===== src/hw/rtl/free_space_health_monitor_assert.svh =====
// Assertion macros shared by the monitor's modules.
`ifndef FREE_SPACE_HEALTH_MONITOR_ASSERT_SVH
`define FREE_SPACE_HEALTH_MONITOR_ASSERT_SVH

// Same-cycle implication, checked outside reset.
`define FSHM_ASSERT_NOW(lbl, clk, rst_n, ante, cons) \
  lbl: assert property (@(posedge clk) disable iff (!rst_n) (ante) |-> (cons)) \
    else $error("fshm assertion failed");

// Next-cycle implication, checked outside reset.
`define FSHM_ASSERT_NEXT(lbl, clk, rst_n, ante, cons) \
  lbl: assert property (@(posedge clk) disable iff (!rst_n) (ante) |=> (cons)) \
    else $error("fshm assertion failed");

`endif


===== src/hw/rtl/fshm_pkg.sv =====
package fshm_pkg;

  localparam int NUM_POOLS_DEF = 2;

  localparam int BYTES_W    = 32;
  localparam int PCT_W      = 7;
  localparam int QUOT_W     = 7;
  localparam int PROD_W     = BYTES_W + PCT_W;
  localparam int STEP_W     = 3;
  localparam int RUN_W      = 9;
  localparam int GS_W       = 8;
  localparam int CFG_IDX_W  = 3;
  localparam int CFG_DATA_W = 32;

  localparam int IN_TDATA_W  = 3 * BYTES_W;
  localparam int OUT_FIELD_W = PCT_W + BYTES_W + 4;
  localparam int OUT_TDATA_W = ((OUT_FIELD_W + 7) / 8) * 8;

  localparam logic [PCT_W-1:0]  PCT_FULL  = 7'd100;
  localparam logic [GS_W-1:0]   GUARD_DEF = 8'd3;
  localparam logic [STEP_W-1:0] STEP_TOP  = STEP_W'(QUOT_W - 1);

  typedef enum logic [CFG_IDX_W-1:0] {
    CFG_LARGEST_WARN = 3'd0,
    CFG_LARGEST_CRIT = 3'd1,
    CFG_FRAG_WARN    = 3'd2,
    CFG_FRAG_CRIT    = 3'd3,
    CFG_GUARD_SAMP   = 3'd4,
    CFG_GUARD_EN     = 3'd5
  } cfg_idx_t;

  typedef struct packed {
    logic capture;
    logic mul;
    logic div_step;
    logic commit;
  } dp_cmd_t;

  typedef struct packed {
    logic div_last;
  } dp_sts_t;

endpackage


===== src/hw/rtl/fshm_ctrl.sv =====
module fshm_ctrl (
  input  logic              clk,
  input  logic              rst_n,
  input  logic              in_tvalid,
  output logic              in_tready,
  output logic              out_tvalid,
  input  logic              out_tready,
  output fshm_pkg::dp_cmd_t cmd,
  input  fshm_pkg::dp_sts_t sts
);

  typedef enum logic [3:0] {
    ST_IDLE = 4'b0001,
    ST_MUL  = 4'b0010,
    ST_DIV  = 4'b0100,
    ST_EVAL = 4'b1000
  } state_t;

  state_t state_r, state_nxt;
  logic   out_valid_r, out_valid_nxt;
  logic   slot_free;

  assign slot_free  = !out_valid_r || out_tready;
  assign in_tready  = (state_r == ST_IDLE);
  assign out_tvalid = out_valid_r;

  always_comb begin
    state_nxt = state_r;
    cmd       = '0;
    case (state_r)
      ST_IDLE: begin
        if (in_tvalid) begin
          cmd.capture = 1'b1;
          state_nxt   = ST_MUL;
        end
      end
      ST_MUL: begin
        cmd.mul   = 1'b1;
        state_nxt = ST_DIV;
      end
      ST_DIV: begin
        cmd.div_step = 1'b1;
        if (sts.div_last) begin
          state_nxt = ST_EVAL;
        end
      end
      ST_EVAL: begin
        // hold until the output register can take the result
        if (slot_free) begin
          cmd.commit = 1'b1;
          state_nxt  = ST_IDLE;
        end
      end
      default: state_nxt = ST_IDLE;
    endcase
  end

  always_comb begin
    out_valid_nxt = out_valid_r;
    if (cmd.commit) begin
      out_valid_nxt = 1'b1;
    end else if (out_tready) begin
      out_valid_nxt = 1'b0;
    end
  end

  always_ff @(posedge clk) begin
    if (!rst_n) begin
      state_r     <= ST_IDLE;
      out_valid_r <= 1'b0;
    end else begin
      state_r     <= state_nxt;
      out_valid_r <= out_valid_nxt;
    end
  end

`include "free_space_health_monitor_assert.svh"

  `FSHM_ASSERT_NEXT(a_accept_to_mul, clk, rst_n, in_tvalid && in_tready, state_r == ST_MUL)
  `FSHM_ASSERT_NOW(a_commit_slot, clk, rst_n, cmd.commit, !out_valid_r || out_tready)
  `FSHM_ASSERT_NEXT(a_commit_valid, clk, rst_n, cmd.commit, out_valid_r)

endmodule


===== src/hw/rtl/fshm_dp.sv =====
module fshm_dp #(
  parameter int NUM_POOLS = fshm_pkg::NUM_POOLS_DEF
) (
  input  logic                                 clk,
  input  logic                                 rst_n,
  input  logic                                 cfg_we,
  input  logic [fshm_pkg::CFG_IDX_W-1:0]       cfg_index,
  input  logic [fshm_pkg::CFG_DATA_W-1:0]      cfg_data,
  input  logic                                 in_pool,
  input  logic [fshm_pkg::BYTES_W-1:0]         in_total,
  input  logic [fshm_pkg::BYTES_W-1:0]         in_largest,
  input  logic [fshm_pkg::BYTES_W-1:0]         in_min,
  input  fshm_pkg::dp_cmd_t                    cmd,
  output fshm_pkg::dp_sts_t                    sts,
  output logic [fshm_pkg::OUT_TDATA_W-1:0]     out_data
);

  localparam int PIDX_W = (NUM_POOLS > 1) ? $clog2(NUM_POOLS) : 1;
  localparam int BW     = fshm_pkg::BYTES_W;
  localparam int PW     = fshm_pkg::PCT_W;

  // configuration
  logic [BW-1:0]             lw_bytes_r, lc_bytes_r;
  logic [PW-1:0]             fw_pct_r, fc_pct_r;
  logic [fshm_pkg::GS_W-1:0] guard_samp_r;
  logic                      guard_en_r;

  // per-item working registers
  logic [PIDX_W-1:0]             pidx_r;
  logic [BW-1:0]                 total_r, largest_r, minf_r;
  logic [fshm_pkg::PROD_W-1:0]   rem_r;
  logic [fshm_pkg::QUOT_W-1:0]   quot_r;
  logic [fshm_pkg::STEP_W-1:0]   step_r;

  // pool state
  logic [BW-1:0]              low_mark_r   [NUM_POOLS];
  logic [BW-1:0]              rep_total_r  [NUM_POOLS];
  logic [BW-1:0]              rep_largest_r[NUM_POOLS];
  logic [BW-1:0]              rep_min_r    [NUM_POOLS];
  logic [BW-1:0]              rep_lm_r     [NUM_POOLS];
  logic [PW-1:0]              rep_frag_r   [NUM_POOLS];
  logic [1:0]                 rep_flags_r  [NUM_POOLS];
  logic [fshm_pkg::RUN_W-1:0] crit_run_r, crit_run_nxt;

  // output register
  logic [PW-1:0] out_frag_r;
  logic [BW-1:0] out_lw_r;
  logic          out_warn_r, out_crit_r, out_trip_r, out_chg_r;

  logic [PIDX_W-1:0]           pidx_in;
  logic [fshm_pkg::PROD_W-1:0] dsh;
  logic                        ge;
  logic [PW-1:0]               frag;
  logic [BW-1:0]               lm_cur, lm_new;
  logic                        warn, crit, changed, trip;
  logic [1:0]                  flags;
  logic [fshm_pkg::RUN_W-1:0]  run_inc, gs_ext;

  assign pidx_in = (int'(in_pool) >= NUM_POOLS) ? PIDX_W'(NUM_POOLS - 1) : PIDX_W'(in_pool);

  // restoring division step: one quotient bit, MSB first
  assign dsh = fshm_pkg::PROD_W'(total_r) << step_r;
  assign ge  = (rem_r >= dsh);
  assign sts.div_last = (step_r == '0);

  always_comb begin
    if (total_r == '0) begin
      frag = fshm_pkg::PCT_FULL;
    end else if (largest_r >= total_r) begin
      frag = '0;
    end else begin
      frag = fshm_pkg::PCT_FULL - quot_r;
    end
  end

  assign lm_cur = low_mark_r[pidx_r];
  assign lm_new = (lm_cur == '0 || largest_r < lm_cur) ? largest_r : lm_cur;

  always_comb begin
    crit = (lc_bytes_r != '0 && largest_r < lc_bytes_r) ||
           (fc_pct_r != '0 && frag >= fc_pct_r);
    warn = crit ||
           (lw_bytes_r != '0 && largest_r < lw_bytes_r) ||
           (fw_pct_r != '0 && frag >= fw_pct_r);
  end
  assign flags = {crit, warn};

  assign changed = (rep_total_r[pidx_r]   != total_r)   ||
                   (rep_largest_r[pidx_r] != largest_r) ||
                   (rep_min_r[pidx_r]     != minf_r)    ||
                   (rep_lm_r[pidx_r]      != lm_new)    ||
                   (rep_frag_r[pidx_r]    != frag)      ||
                   (rep_flags_r[pidx_r]   != flags);

  // pool-0 run of critical samples; step one past the count after a trip
  assign gs_ext  = fshm_pkg::RUN_W'(guard_samp_r);
  assign run_inc = (crit_run_r < gs_ext) ? crit_run_r + 1'b1 : crit_run_r;

  always_comb begin
    crit_run_nxt = crit_run_r;
    trip         = 1'b0;
    if (pidx_r == '0) begin
      if (guard_en_r && crit) begin
        if (run_inc == gs_ext) begin
          trip         = 1'b1;
          crit_run_nxt = run_inc + 1'b1;
        end else begin
          crit_run_nxt = run_inc;
        end
      end else begin
        crit_run_nxt = '0;
      end
    end
  end

  always_ff @(posedge clk) begin
    if (!rst_n) begin
      lw_bytes_r   <= '0;
      lc_bytes_r   <= '0;
      fw_pct_r     <= '0;
      fc_pct_r     <= '0;
      guard_samp_r <= fshm_pkg::GUARD_DEF;
      guard_en_r   <= 1'b0;
    end else if (cfg_we) begin
      case (cfg_index)
        fshm_pkg::CFG_LARGEST_WARN: lw_bytes_r   <= cfg_data[BW-1:0];
        fshm_pkg::CFG_LARGEST_CRIT: lc_bytes_r   <= cfg_data[BW-1:0];
        fshm_pkg::CFG_FRAG_WARN:    fw_pct_r     <= cfg_data[PW-1:0];
        fshm_pkg::CFG_FRAG_CRIT:    fc_pct_r     <= cfg_data[PW-1:0];
        fshm_pkg::CFG_GUARD_SAMP:   guard_samp_r <= cfg_data[fshm_pkg::GS_W-1:0];
        fshm_pkg::CFG_GUARD_EN:     guard_en_r   <= cfg_data[0];
        default: ;
      endcase
    end
  end

  always_ff @(posedge clk) begin
    if (!rst_n) begin
      step_r <= '0;
    end else if (cmd.mul) begin
      step_r <= fshm_pkg::STEP_TOP;
    end else if (cmd.div_step && step_r != '0) begin
      step_r <= step_r - 1'b1;
    end
  end

  always_ff @(posedge clk) begin
    if (cmd.capture) begin
      pidx_r    <= pidx_in;
      total_r   <= in_total;
      largest_r <= in_largest;
      minf_r    <= in_min;
    end
    if (cmd.mul) begin
      rem_r  <= fshm_pkg::PROD_W'(largest_r) * fshm_pkg::PROD_W'(fshm_pkg::PCT_FULL);
      quot_r <= '0;
    end else if (cmd.div_step) begin
      if (ge) begin
        rem_r <= rem_r - dsh;
      end
      quot_r <= {quot_r[fshm_pkg::QUOT_W-2:0], ge};
    end
    if (cmd.commit) begin
      out_frag_r <= frag;
      out_lw_r   <= lm_new;
      out_warn_r <= warn;
      out_crit_r <= crit;
      out_trip_r <= trip;
      out_chg_r  <= changed;
    end
  end

  always_ff @(posedge clk) begin
    if (!rst_n) begin
      crit_run_r <= '0;
      for (int i = 0; i < NUM_POOLS; i++) begin
        low_mark_r[i]    <= '0;
        rep_total_r[i]   <= '0;
        rep_largest_r[i] <= '0;
        rep_min_r[i]     <= '0;
        rep_lm_r[i]      <= '0;
        rep_frag_r[i]    <= '0;
        rep_flags_r[i]   <= '0;
      end
    end else if (cmd.commit) begin
      crit_run_r            <= crit_run_nxt;
      low_mark_r[pidx_r]    <= lm_new;
      rep_total_r[pidx_r]   <= total_r;
      rep_largest_r[pidx_r] <= largest_r;
      rep_min_r[pidx_r]     <= minf_r;
      rep_lm_r[pidx_r]      <= lm_new;
      rep_frag_r[pidx_r]    <= frag;
      rep_flags_r[pidx_r]   <= flags;
    end
  end

  assign out_data = fshm_pkg::OUT_TDATA_W'({out_chg_r, out_trip_r, out_crit_r, out_warn_r,
                                            out_lw_r, out_frag_r});

`include "free_space_health_monitor_assert.svh"

  `FSHM_ASSERT_NEXT(a_crit_has_warn, clk, rst_n, cmd.commit, !out_crit_r || out_warn_r)
  `FSHM_ASSERT_NEXT(a_trip_has_crit, clk, rst_n, cmd.commit, !out_trip_r || out_crit_r)
  `FSHM_ASSERT_NEXT(a_trip_pool0, clk, rst_n, cmd.commit && pidx_r != '0, !out_trip_r)

endmodule


===== src/hw/rtl/free_space_health_monitor.sv =====
// Channel | Dir | Handshake          | Payload
// in_     | in  | in_tvalid/tready   | tuser: pool; tdata: total, largest, min free
// out_    | out | out_tvalid/tready  | tdata: frag %, low watermark, warn, crit, trip, chg
// cfg_    | in  | cfg_valid/ready    | cfg_index: register, cfg_data: value
//
// One item at a time: after the accept edge, the multiply state forms largest*100,
// the divide state runs a restoring divider (seven quotient bits, one per step)
// and the evaluate state loads the output register. out_tvalid rises with that load
// and in_tready returns with it, so the next item is accepted only once it is loaded.
// A stalled output holds the evaluate step until the register is free. Reset
// (rst_n low, synchronous) clears pool state and restores the default config.
module free_space_health_monitor #(
  parameter int NUM_POOLS = fshm_pkg::NUM_POOLS_DEF
) (
  input  logic                                clk,
  input  logic                                rst_n,
  // input item
  input  logic                                in_tvalid,
  output logic                                in_tready,
  // [95:64] lowest free ever, [63:32] largest block, [31:0] total bytes free
  input  logic [fshm_pkg::IN_TDATA_W-1:0]     in_tdata,
  // [0] pool
  input  logic                                in_tuser,
  // result item
  output logic                                out_tvalid,
  input  logic                                out_tready,
  // [42] changed, [41] guard_trip, [40] crit, [39] warn,
  // [38:7] low_watermark, [6:0] frag_percent, upper bits zero
  output logic [fshm_pkg::OUT_TDATA_W-1:0]    out_tdata,
  // configuration writes
  input  logic                                cfg_valid,
  output logic                                cfg_ready,
  input  logic [fshm_pkg::CFG_IDX_W-1:0]      cfg_index,
  input  logic [fshm_pkg::CFG_DATA_W-1:0]     cfg_data
);

  localparam int BW = fshm_pkg::BYTES_W;

  fshm_pkg::dp_cmd_t cmd;
  fshm_pkg::dp_sts_t sts;

  // registers are plain flops: a write is registered at the next clock edge, always accepted
  assign cfg_ready = 1'b1;

  // sequencing: accept, multiply, divide, evaluate
  fshm_ctrl u_ctrl (
    .clk        (clk),
    .rst_n      (rst_n),
    .in_tvalid  (in_tvalid),
    .in_tready  (in_tready),
    .out_tvalid (out_tvalid),
    .out_tready (out_tready),
    .cmd        (cmd),
    .sts        (sts)
  );

  // arithmetic, thresholds, pool state and the output register
  fshm_dp #(
    .NUM_POOLS (NUM_POOLS)
  ) u_dp (
    .clk        (clk),
    .rst_n      (rst_n),
    .cfg_we     (cfg_valid && cfg_ready),
    .cfg_index  (cfg_index),
    .cfg_data   (cfg_data),
    .in_pool    (in_tuser),
    .in_total   (in_tdata[BW-1:0]),
    .in_largest (in_tdata[2*BW-1:BW]),
    .in_min     (in_tdata[3*BW-1:2*BW]),
    .cmd        (cmd),
    .sts        (sts),
    .out_data   (out_tdata)
  );

endmodule

===== config.mk =====
export PLATFORM = sky130hd
export DESIGN_NAME = free_space_health_monitor
export DESIGN_NICKNAME = d
export VERILOG_FILES = /design/src/hw/rtl/fshm_pkg.sv /design/src/hw/rtl/fshm_ctrl.sv /design/src/hw/rtl/fshm_dp.sv /design/src/hw/rtl/free_space_health_monitor.sv
export VERILOG_INCLUDE_DIRS = /design/src /design/src/hw/rtl
export SDC_FILE = /design/constraint.sdc
export NUM_CORES = 1
export LEC_CHECK = 0
export ABC_AREA = 1
export ABC_CLOCK_PERIOD_IN_PS = 8000
export BUFFER_PORTS_ARGS = -buffer_cell sky130_fd_sc_hd__clkbuf_2
export CAP_MARGIN = 20
export CORE_ASPECT_RATIO = 0.8
export CORE_MARGIN = 5
export CORE_UTILIZATION = 50
export CTS_CLUSTER_SIZE = 20
export DETAILED_ROUTE_END_ITERATION = 12
export PLACE_DENSITY = 0.73
export SLEW_MARGIN = 10
export SYNTH_ARGS = -nofsm -noshare
export SYNTH_HDL_FRONTEND = slang
export SYNTH_SLANG_ARGS = --single-unit

===== constraint.sdc =====
create_clock -name clk -period 8 [get_ports clk]
set_input_delay 0.8 -clock clk [delete_from_list [all_inputs] [get_ports clk]]
set_output_delay 0.8 -clock clk [all_outputs]
set_load 0.02 [all_outputs]

==> results.py <==
metrics = {
    "synth": {
        "synthArstFlopShare": 0,
        "synth-seq-cells": 565,
        "seq_area_frac_synth": 0.451,
        "synth_commonest_cells": "nand2_1 (931), inv_1 (588), nor2_1 (506)",
        "synth_top_family_by_area": "simple AND/OR/NAND/NOR gates",
        "ys_types": 51,
        "synth-compound-area-share": 0.114,
        "synth_xor_area_frac": 0.0239,
        "muxShareOfSynthArea": 0.00143,
        "syn_avg_cell_area_sq_um": 8.29,
        "synth.area.top_cells": "edfxtp_1 (39%), ha_1 (10%), nand2_1 (10%)",
        "synth_top_area_cell": "edfxtp_1",
        "synth_area_sq_um": 35100,
        "synthSimpleGateAreaFrac": 0.208,
        "synthAdderAreaFrac": 0.119,
        "synth_top_area_share": 0.386,
        "yosysMostFrequentCell": "nand2_1",
        "synth-main-ff-cell": "edfxtp_1",
        "netlist_instances": 4237,
        "yosys_warnings": 0,
        "synth_edf_count": 451,
    },
    "global_route": {
        "grt_pass1_vias": 27600,
        "grt_pass1_wl_mm": 159,
        "grtUsageMet2": 0.401,
        "top_usage_layer": "met2",
        "grtUsageMet3": 0.0586,
        "overflow": 0,
        "globalRouteMet1Util": 0.388,
        "antenna_found_initial": 2,
        "track_usage": 0.269,
        "grt_max_degree": 93,
    },
    "final_layout": {
        "diodes": 0,
        "area_growth_pct": 10.8,
        "final_layout_size_suffix_gt1_frac": 0.0853,
        "instances_no_fill": 5355,
        "fin_nets": 4836,
    },
    "hold_path": {
        "hold_depth": 1,
        "min-delay-start": "in_tdata[26]",
        "hold_path_end": "u_dp.total_r[26]",
        "hold_class": "in -> reg",
    },
    "placement": {
        "gp_congestion": 0.965,
        "dpl.hpwl_mm": 74.2,
        "dp_cells": 5248,
        "portBuffers": 181,
    },
    "setup_path": {
        "reg2reg_depth": 18,
        "worstSetupPathType": "reg -> reg",
        "worstPathRequired_ns": 8.27,
        "endpoint_kind": "flop",
        "rr_startpoint": "u_dp.step_r[1]",
        "r2r_slack_ns": 2.87,
        "path_cells": "inv_1 > buf_4 > o31ai_1 > o21ai_0 > ha_1 > nand2_1 > o21ai_1 > a21oi_1 > o21ai_1 > a21oi_1 > o21ai_2 > a21oi_1 > o21bai_1 > nand2_1 > nand2_1 > nand2_1 > nand2_1 > buf_4",
        "cp_num_cells": 18,
        "slowest_stage": "dfxtp_1",
        "cp_data_arrival_time_ns": 5.40,
        "crit_path_frequent_cell": "nand2_1",
        "cp_max_fo": 37,
        "path_buf_inv": 3,
        "timing.rr.end": "u_dp.rem_r[29]",
        "critPathLaunchType": "flop",
        "slowest_delay_ns": 0.84,
        "critPathTopFamily": "compound AO/OA/AOI/OAI gates",
    },
    "die": {
        "dieWidth_microns": 306,
        "die_h_microns": 247,
        "io_pins": 188,
        "die-area_sq_um": 75700,
        "start_util": 0.507,
        "rows": 86,
        "core-area_sq_um": 69200,
    },
    "status": {
        "status": "completed",
    },
    "drt": {
        "first_pass_iters": 6,
        "avgViaCountPerCell": 5.51,
        "drt_iter0_markers": 3339,
        "post-route-drc-count": 0,
        "antenna_left": 0,
        "wl_per_cell_microns": 19.6,
        "vias": 29500,
        "totalWireLength_mm": 105,
    },
    "clocking": {
        "clk-insertion-delay-late_ns": 0.66,
        "htree_levels": 2,
        "clk_pin_slew_ns": 0.07,
        "cts_resized": 0,
        "post-cts-setup-buffer-count": 0,
        "postCtsHoldBufs": 0,
        "cts_buffer_depth": 3,
        "cts_tree": "yes",
        "numCtsBuffers": 57,
        "clock-sinks": 565,
        "cts_root_buf": "clkbuf_16",
    },
    "timing": {
        "post-route-min-period_ns": 5.13,
        "rsz0062_at_grt": "false",
        "hold_slack_ns": 0.316,
        "hold_viol": 0,
        "clock_skew_ns": 0.0326,
        "worst_pin_slew_ns": 1.14,
        "final-setup-viol-count": 0,
        "max_slew_margin": 0.238,
        "slew_violations": 0,
        "setup_tns_ns": 0,
        "fin_crit_sh": 0.641,
        "fmax_ghz": 0.195,
    },
    "run": {
        "maxCapViolations": 0,
    },
    "power_and_ir_drop": {
        "p_leak_nw": 17.7,
        "vdd_drop_max_mv": 0.185,
        "powerDensity_nw_per_um2": 243,
    },
}
-- where the power goes --
group / switching (mW) / internal [mW]
clock: 1.25 / 1.65
sequential: 0.112 / 3.37
combinational: 2.10 / 0.978
total: 3.46 / 6.01
-- cells by family (layout without fill, tap and decap cells) --
group | count (synthesis) | in the layout
compound gates | 732 | 732
flops | 565 | 565
xor+xnor | 96 | 96
mux | 5 | 5
other cells | 2 | 6
buf+inv | 739 | 929
simple gates | 1782 | 1782
fa+ha+maj | 316 | 316
-- cell usage in the layout (no fill, tap or decap), types with 10 or more instances in the layout --
| cell type | count |
|---|---|
| a21boi_0 | 10 |
| a21oi_1 | 278 |
| a21oi_2 | 21 |
| a31oi_1 | 18 |
| buf_4 | 43 |
| clkbuf_16 | 62 |
| clkbuf_2 | 182 |
| clkinv_2 | 20 |
| dfxtp_1 | 112 |
| edfxtp_1 | 451 |
| fa_1 | 28 |
| ha_1 | 288 |
| inv_1 | 586 |
| nand2_1 | 929 |
| nand3_1 | 192 |
| nand4_1 | 60 |
| nor2_1 | 505 |
| nor3_1 | 28 |
| nor4_1 | 25 |
| o211ai_1 | 30 |
| o21a_1 | 17 |
| o21ai_0 | 308 |
| o21ai_1 | 14 |
| or2_2 | 12 |
| xnor2_1 | 24 |
| xor2_1 | 72 |
-- worst max path at each step --
stage                   startpoint                     end  slack [ns]
floorplan               out_tready  u_dp.rep_flags_r[1][0]        1.05
global placement    u_dp.step_r[1]          u_dp.rem_r[20]        3.13
detailed placement  u_dp.step_r[1]          u_dp.rem_r[29]        2.99
CTS                 u_dp.step_r[1]          u_dp.rem_r[29]        2.96
global route        u_dp.step_r[1]          u_dp.rem_r[29]        2.35
finish              u_dp.step_r[1]          u_dp.rem_r[29]        2.87
-- worst reg2reg max path, cell delays in order (launching register included) --
cell      delay, ns
dfxtp_1        0.84
inv_1          0.27
buf_4          0.32
o31ai_1        0.32
o21ai_0        0.14
ha_1           0.40
nand2_1        0.13
o21ai_1        0.20
a21oi_1        0.09
o21ai_1        0.23
a21oi_1        0.17
o21ai_2        0.25
a21oi_1        0.13
o21bai_1       0.23
nand2_1        0.11
nand2_1        0.08
nand2_1        0.24
nand2_1        0.14
buf_4          0.45
-- cell type report --
| cell class | instances | area [sq um] |
|---|---|---|
| multi-input combinational | 2937 | 16400 |
| inverter | 597 | 2250 |
| timing repair buffer | 225 | 1250 |
| fill | 6210 | 30300 |
| clock buffer | 70 | 1590 |
| clock inverter | 37 | 414 |
| sequential | 565 | 15800 |
| tap | 924 | 1160 |
-- sequential cells by signal (all words and copies together) (netlist names), 3 cells and up, named ones only --
register	count
u_dp.rep_largest_r	64
u_dp.rep_lm_r	64
u_dp.rep_min_r	64
u_dp.rep_total_r	64
u_dp.rem_r	39
u_dp.largest_r	32
u_dp.lc_bytes_r	32
u_dp.lw_bytes_r	32
u_dp.minf_r	32
u_dp.out_lw_r	32
u_dp.total_r	32
u_dp.rep_frag_r	14
u_dp.crit_run_r	9
u_dp.guard_samp_r	8
u_dp.fc_pct_r	7
u_dp.fw_pct_r	7
u_dp.out_frag_r	7
u_dp.quot_r	7
u_ctrl.state_r	4
u_dp.rep_flags_r	4
u_dp.step_r	3
-- stage by stage --
step            util  power (mW)  instance area (sq um)  worst slack, ns
2_1_floorplan      -        5.70                  35100             1.05
3_3_place_gp   0.533        6.51                  36900             3.13
3_5_place_dp   0.533        6.55                  36900             2.99
4_1_cts        0.562        9.44                  38900             2.96
5_1_grt        0.562        10.0                  38900             2.35
6_report       0.562        9.46                  38900             2.87
-- routing by layer --
metal  vias up  wire length, microns
met4         4                  4060
li1      14400                     -
met5         -                    27
met1     13700                 45900
met2      1250                 44500
met3       209                 10600
No activity file was read; power rests on OpenSTA's default activity.
